--- src/design/twv_pkg.sv ---
// ----------------------------------------------------------------------------
// twv_pkg
// shared constants and types of the trapped water volume engine
// ----------------------------------------------------------------------------
package twv_pkg;

   // capacity and data widths
   localparam int MAX_COLUMNS = 1024;
   localparam int HEIGHT_BITS = 16;
   localparam int ADDR_BITS   = $clog2(MAX_COLUMNS);
   localparam int COUNT_BITS  = ADDR_BITS + 1;
   localparam int TOTAL_BITS  = 26;
   localparam int SUM_BITS    = ((TOTAL_BITS > HEIGHT_BITS) ? TOTAL_BITS : HEIGHT_BITS) + 1;

   // sequencer states
   typedef enum logic [1:0] {
      ST_LOAD,
      ST_SCAN,
      ST_DONE
   } state_type;

   // control from the sequencer to the scan unit
   typedef struct packed {
      logic clear;
      logic step;
   } scan_ctl_type;

endpackage

--- src/design/twv_scan_unit.sv ---
// ----------------------------------------------------------------------------
// twv_scan_unit
// shared max / min / subtract / accumulate unit of the backward scan
// ----------------------------------------------------------------------------
module twv_scan_unit (
   input  logic                                   clock,
   input  logic                                   reset,
   input  twv_pkg::scan_ctl_type                  ctl,
   input  logic [twv_pkg::HEIGHT_BITS-1:0]        rd_height,
   input  logic [twv_pkg::HEIGHT_BITS-1:0]        rd_prefix,
   output logic [twv_pkg::TOTAL_BITS-1:0]         total
);

   logic [twv_pkg::HEIGHT_BITS-1:0] suffix_ff, suffix_in;
   logic [twv_pkg::TOTAL_BITS-1:0]  total_ff, total_in;
   logic [twv_pkg::HEIGHT_BITS-1:0] limit;
   logic [twv_pkg::HEIGHT_BITS-1:0] depth;
   logic [twv_pkg::SUM_BITS-1:0]    sum;

   // one column: new suffix max, water level, depth, saturating add
   always_comb begin
      suffix_in = (rd_height > suffix_ff) ? rd_height : suffix_ff;
      limit     = (rd_prefix < suffix_in) ? rd_prefix : suffix_in;
      depth     = (limit > rd_height) ? (limit - rd_height) : '0;
      sum       = twv_pkg::SUM_BITS'(total_ff) + twv_pkg::SUM_BITS'(depth);
      if (sum[twv_pkg::SUM_BITS-1:twv_pkg::TOTAL_BITS] != '0) begin
         total_in = '1;
      end else begin
         total_in = sum[twv_pkg::TOTAL_BITS-1:0];
      end
   end

   // accumulator and suffix max registers
   always_ff @(posedge clock) begin
      if (reset || ctl.clear) begin
         suffix_ff <= '0;
         total_ff  <= '0;
      end else if (ctl.step) begin
         suffix_ff <= suffix_in;
         total_ff  <= total_in;
      end
   end

   assign total = total_ff;

endmodule
--- config.mk ---
export PLATFORM = sky130hd
export DESIGN_NAME = twv_scan_unit
export DESIGN_NICKNAME = d
export VERILOG_FILES = /design/src/design/twv_pkg.sv /design/src/design/twv_scan_unit.sv
export SDC_FILE = /design/constraint.sdc
export NUM_CORES = 1
export LEC_CHECK = 0
export BUFFER_PORTS_ARGS = -buffer_cell sky130_fd_sc_hd__buf_2
export CAP_MARGIN = 0
export CORE_ASPECT_RATIO = 2
export CORE_MARGIN = 2
export CORE_UTILIZATION = 44
export CTS_CLUSTER_SIZE = 30
export DETAILED_ROUTE_END_ITERATION = 8
export HOLD_SLACK_MARGIN = 0.05
export PLACE_DENSITY = 0.63
export SLEW_MARGIN = 10
export SYNTH_ARGS = -nofsm -noshare
export SYNTH_HDL_FRONTEND = slang
export SYNTH_SLANG_ARGS = --single-unit
--- constraint.sdc ---
create_clock -name clock -period 20.3 [get_ports clock]
set_input_delay 2.03 -clock clock [delete_from_list [all_inputs] [get_ports clock]]
set_output_delay 2.03 -clock clock [all_outputs]
set_load 0.005 [all_outputs]
==> impl_metrics.json, run 1 <==
{
  "area_delta_synth_final_pct": 12.5,
  "m1WireLength_mm": 4.37,
  "synth-edff-count": 0,
  "clock-root-buffer": "clkbuf_16",
  "fp.dieH_um": 145,
  "routabilityCongestion": 0.914,
  "placed_cell_area_sq_um": 4740,
  "worstSetupStartpoint": "rd_height[10]",
  "hp-class": "flop to flop",
  "drt_wl_total_mm": 12.0,
  "path_max_fanout": 32,
  "start_kind": "input pin",
  "place_hpwl_mm": 9.70,
  "numCtsBuffers": 5,
  "period_share_pct": 58.6,
  "htree_levels": 2,
  "clk_latency_ns": 0.29,
  "finalSetupViolCount": 0,
  "avgSynthCellArea_sq_um": 7.65,
  "syn_nets": 667,
  "cts.path.max_buffers": 2,
  "drive_above_1_share_pct": 14.5,
  "final.setup_skew_ns": 0.00610,
  "cts_tree": "done",
  "synthFlopType": "dfxtp_1",
  "via_count": 4227,
  "pre_cts_slack_ns": 8.10,
  "fin_setup_tns_ns": 0,
  "multiInputGateArea_sq_um": 3210,
  "port_buffers": 61,
  "critPathKind": "input pin to flop",
  "finalWorstSetupSlack_ns": 8.39,
  "async_reset_ff_share_pct": 0,
  "first_pass_iters": 5,
  "rrSetupSlack_ns": 9.86,
  "die_w_um": 74.3,
  "p_clk_share_pct": 25.8,
  "grt.overflow.total": 0,
  "wl_met2_mm": 6.84,
  "reg2reg_to": "total[7]$_SDFFE_PP0P_",
  "ios": 62,
  "initial_core_util_pct": 44.8,
  "drv_cap": 0,
  "ctsHoldBuffers": 0,
  "ir_worst_vdd_v": 0.0000357,
  "reg2reg_from": "suffix_ff[10]$_SDFFE_PP0P_",
  "slew_violations": 0,
  "critPathCapture": "total[7]$_SDFFE_PP0P_",
  "grt_pass1_wl_mm": 19.4,
  "leakagePower_nw": 2.28,
  "synth_cell_types": 67,
  "worstPathArrival_ns": 12.06,
  "grt_pass1_vias": 4265,
  "p_int_w": 0.000197,
  "max_clock_freq_mhz": 84.0,
  "synth_top_area_share_pct": 19.4,
  "synth-seq-area-share_pct": 19.4,
  "grt_usage_pct": 23.4,
  "required_ns": 20.45,
  "rsz0062_at_grt": "no",
  "postLayoutCellArea_sq_um": 4890,
  "clock_sinks": 42,
  "grt_max_degree": 50,
  "synthCells": 568,
  "yosysTopAreaCell": "dfxtp_1",
  "synth_seq_cells": 42,
  "swShare_pct": 40.4,
  "path_clk_slew_ns": 0.07,
  "drtAntennaViolNets": 0,
  "worst_slew_pin_slew_ns": 0.930,
  "fp.dieArea_sq_um": 10700,
  "dr_wl_met3_um": 288,
  "route.detailed.drc": 0,
  "drt_iter0_markers": 175,
  "core_sq_um": 9700,
  "worst_slew_margin_rel_pct": 38.0,
  "vias_per_cell": 5.61,
  "p_per_area_nw_per_um2": 67.5,
  "end_kind": "flop",
  "sequentialPowerShare_pct": 26.7,
  "diodes": 0,
  "nFillCells": 1020,
  "final_common_cell": "nor2_1",
  "postCtsSetupRepairBufs": 0,
  "wl_per_cell_um": 16.0,
  "power_switching_w": 0.000133,
  "crit_path_max_incr_delay_ns": 0.68,
  "final_cell_mix": "nor2_1, ha_1, buf_2",
  "top_layer": "met4",
  "num_rows": 51,
  "hold_slack_ns": 0.479,
  "cts_resized": 0,
  "yosys_warnings": 0,
  "final_hold_viol_count": 0,
  "slowest_stage": "nor4_1",
  "status": "finished clean",
  "regArea_sq_um": 841,
  "r2r_cells": 34,
  "antenna_found_initial": 0,
  "combPwrFrac_pct": 47.4,
  "syn_area_sq_um": 4340,
  "fin_crit_ns": 11.91,
  "synthTopCellsByArea": "dfxtp_1, ha_1, a21oi_1",
  "nets": 719
}
stage by stage:
step	utilization, %	instances	total power (W)
floorplan	-	568	0.000211
global placement	48.8	745	0.000244
detailed placement	48.8	745	0.000246
CTS	50.4	753	0.000333
global route	50.4	753	0.000356
finish	50.4	753	0.000330
registers in the layout, summed over array words and instances, names as in the netlist:
| register | flops |
|---|---|
| suffix_ff | 16 |
| total | 26 |
layer usage:
metal  up-vias  global-route usage, %
met4         0                   13.4
li1       2160                      -
met3        32                   2.23
met5         -                      0
met2        95                   45.4
met1      1940                   22.7
worst max-delay path, delay by kind of cell:
family | cells | cell delay [ns]
fa+ha+maj | 6 | 1.94
compound gates | 17 | 5.17
simple gates | 8 | 2.48
mux | 1 | 0.26
buf+inv | 2 | 0.16
cell type report:
cell class                 instances  area share (%)
tap                              132            3.38
multi-input combinational        451            65.6
timing repair buffer              61            6.25
inverter                          59            4.53
sequential                        42            17.2
clock inverter                     3           0.512
clock buffer                       5            2.56
worst min path at each step:
| stage | from | to | cells past startpoint |
|---|---|---|---|
| after floorplan | suffix_ff[10]$_SDFFE_PP0P_ | suffix_ff[10]$_SDFFE_PP0P_ | 2 |
| after global placement | suffix_ff[10]$_SDFFE_PP0P_ | suffix_ff[10]$_SDFFE_PP0P_ | 2 |
| after global routing | suffix_ff[5]$_SDFFE_PP0P_ | suffix_ff[5]$_SDFFE_PP0P_ | 2 |
| after detailed placement | suffix_ff[13]$_SDFFE_PP0P_ | suffix_ff[13]$_SDFFE_PP0P_ | 2 |
| after CTS | suffix_ff[13]$_SDFFE_PP0P_ | suffix_ff[13]$_SDFFE_PP0P_ | 2 |
| final | suffix_ff[13]$_SDFFE_PP0P_ | suffix_ff[13]$_SDFFE_PP0P_ | 2 |
cell families after synthesis:
kind of cell | synth area share (%)
flops | 19.4
buf+inv | 6.91
mux | 4.90
simple gates | 17.1
fa+ha+maj | 18.5
xor+xnor | 5.04
compound gates | 28.2
synth_stat cells, types with 4 or more instances:
| cell type | instances |
|---|---|
| nor2_1 | 75 |
| ha_1 | 61 |
| a21oi_1 | 60 |
| inv_1 | 59 |
| dfxtp_1 | 42 |
| o21ai_0 | 34 |
| nand2_1 | 25 |
| a211oi_1 | 19 |
| mux2i_1 | 19 |
| a21o_1 | 15 |
| xor2_1 | 13 |
| xnor2_1 | 12 |
| nand3_1 | 11 |
| clkbuf_1 | 10 |
| nand4_1 | 8 |
| a31oi_1 | 7 |
| nor2b_1 | 7 |
| nor3_1 | 6 |
| nand2b_1 | 5 |
| o21a_1 | 5 |
| or2_2 | 5 |
| o21ai_1 | 4 |
| o221a_2 | 4 |
power by group through the flow:
stage / clock, W / combinational (W) / sequential (W)
after floorplan: 0 / 0.000121 / 0.0000898
after global placement: 0 / 0.000154 / 0.0000902
after detailed placement: 0 / 0.000156 / 0.0000902
after CTS: 0.0000880 / 0.000156 / 0.0000883
after global routing: 0.0000912 / 0.000176 / 0.0000888
final: 0.0000853 / 0.000157 / 0.0000883
No activity file was read; power rests on OpenSTA's default activity.
==> inputs of run 2 (changes only) <==
--- a/config.mk
+++ b/config.mk
@@ -13,7 +13,7 @@
 export CTS_CLUSTER_SIZE = 30
 export DETAILED_ROUTE_END_ITERATION = 8
 export HOLD_SLACK_MARGIN = 0.05
-export PLACE_DENSITY = 0.63
+export PLACE_DENSITY = 0.65
 export SLEW_MARGIN = 10
 export SYNTH_ARGS = -nofsm -noshare
 export SYNTH_HDL_FRONTEND = slang
==> constraint.sdc (replaced) <==
create_clock -name clock -period 10 [get_ports clock]
set_input_delay 1 -clock clock [delete_from_list [all_inputs] [get_ports clock]]
set_output_delay 1 -clock clock [all_outputs]
set_load 0.005 [all_outputs]
==> run 2 against run 1 <==
Effect of this change:
- sequential power rose by 100%
- flip-flop and latch count is the same
- utilization rose by 1.7 points
- die area did not move
- critical path depth is 2 higher
- critical endpoint is now total[17]$_SDFFE_PP0P_
- largest cell class unchanged
==> impl_metrics.json, run 2 (same netlist as run 1, synthesis figures left out) <==
{
  "status": "finished clean",
  "total_power_w": 0.000699,
  "hp-class": "flop to flop",
  "combPwrFrac_pct": 49.7,
  "rsz0062_at_grt": "no",
  "crit_path_max_incr_delay_ns": 0.55,
  "numCtsBuffers": 5,
  "first_pass_iters": 4,
  "worst_slew_pin_slew_ns": 1.18,
  "final_cell_mix": "nor2_1, ha_1, buf_2",
  "worst_slew_margin_rel_pct": 21.0,
  "required_ns": 10.22,
  "drive_above_1_share_pct": 17.3,
  "start_kind": "input pin",
  "num_rows": 51,
  "cts_tree": "done",
  "path_max_fanout": 16,
  "hold_slack_ns": 0.478,
  "wl_per_cell_um": 15.9,
  "clk_latency_ns": 0.29,
  "cts_resized": 0,
  "grt.overflow.total": 0,
  "diodes": 0,
  "nets": 741,
  "power_switching_w": 0.000274,
  "grt_max_degree": 50,
  "grt_pass1_vias": 4358,
  "place_hpwl_mm": 10.1,
  "fp.dieArea_sq_um": 10700,
  "grt_usage_pct": 23.8,
  "postCtsSetupRepairBufs": 0,
  "final_hold_viol_count": 0,
  "max_clock_freq_mhz": 107,
  "final_common_cell": "nor2_1",
  "die_w_um": 74.3,
  "core_sq_um": 9700,
  "via_count": 4367,
  "fin_setup_tns_ns": 0,
  "drv_cap": 0,
  "period_share_pct": 93.8,
  "critPathKind": "input pin to flop",
  "drtAntennaViolNets": 0,
  "ctsHoldBuffers": 0,
  "area_delta_synth_final_pct": 16.3,
  "routabilityCongestion": 0.937,
  "rrSetupSlack_ns": 1.07,
  "cp_common_cell": "a21oi_1",
  "port_buffers": 61,
  "p_clk_share_pct": 24.6,
  "initial_core_util_pct": 44.8,
  "htree_levels": 2,
  "largest_reg_flops": 26,
  "end_kind": "flop",
  "slowest_stage": "or4_4",
  "swShare_pct": 39.2,
  "leakagePower_nw": 2.39,
  "p_int_w": 0.000425,
  "route.detailed.drc": 0,
  "antenna_found_initial": 0,
  "drt_iter0_markers": 201,
  "clock_sinks": 42,
  "drt_wl_total_mm": 12.3,
  "cts.path.max_buffers": 2,
  "fp.dieH_um": 145,
  "final_core_utilization_pct": 52.1,
  "final.setup_skew_ns": 0.00501,
  "worstPathArrival_ns": 9.60,
  "ios": 62,
  "vias_per_cell": 5.63,
  "grt_pass1_wl_mm": 19.8,
  "p_per_area_nw_per_um2": 138,
  "finalSetupViolCount": 0,
  "slew_violations": 0,
  "sequentialPowerShare_pct": 25.7,
  "clock-root-buffer": "clkbuf_16",
  "fin_crit_ns": 9.38,
  "path_clk_slew_ns": 0.07,
  "ir_worst_vdd_v": 0.0000959
}
## run 2: cell types whose count changed in the layout (fill, tap and decap cells not counted), sizes merged
cell / change
inv: -1
buf: +21
clkbuf: +1
nor2: +1
## run 2: worst max-delay path: cells and delay by family
family	cells	cell delay [ns]
compound gates	19	3.98
simple gates	8	2.19
fa+ha+maj	4	1.42
buf+inv	4	0.62
mux	1	0.38
## run 2: final cells by class
cell class	count	area, sq um
multi-input cells	452	3210
well taps	132	165
fillers	1001	4650
repair buffers	82	463
clock buffers	6	139
flip-flops and latches	42	841
clock inverters	2	12.5
inverters	59	221
## run 2: power groups by stage
stage                     combinational [W]  clock (W)  sequential, W
after floorplan                    0.000246          0       0.000182
after global placement             0.000341          0       0.000183
after detailed placement           0.000345          0       0.000183
after CTS                          0.000347   0.000177       0.000179
after global routing               0.000387   0.000183       0.000180
final                              0.000347   0.000172       0.000179
## run 2: metrics by stage
stage / std cells / cell area, sq um / worst slack (ns)
floorplan: 568 / 4340 / 0.978
CTS: 774 / 5040 / 0.449
global placement: 766 / 4890 / 0.324
global route: 775 / 5050 / 0.0159
finish: 775 / 5050 / 0.615
detailed placement: 766 / 4890 / 0.176
## run 2: routing by layer
metal | GRT usage, % | routed length [um]
met5 | 0 | 0
met4 | 12.1 | 484
met2 | 47.1 | 7130
met1 | 22.9 | 4390
met3 | 2.30 | 333
## run 2: path summary, 6_finish.rpt
| path | start | endpoint | cells after the start |
|---|---|---|---|
| max | rd_height[10] | total[17]$_SDFFE_PP0P_ | 36 |
| min | suffix_ff[10]$_SDFFE_PP0P_ | suffix_ff[10]$_SDFFE_PP0P_ | 2 |
| max reg2reg | suffix_ff[10]$_SDFFE_PP0P_ | total[17]$_SDFFE_PP0P_ | 36 |
| min reg2reg | suffix_ff[10]$_SDFFE_PP0P_ | suffix_ff[10]$_SDFFE_PP0P_ | 2 |
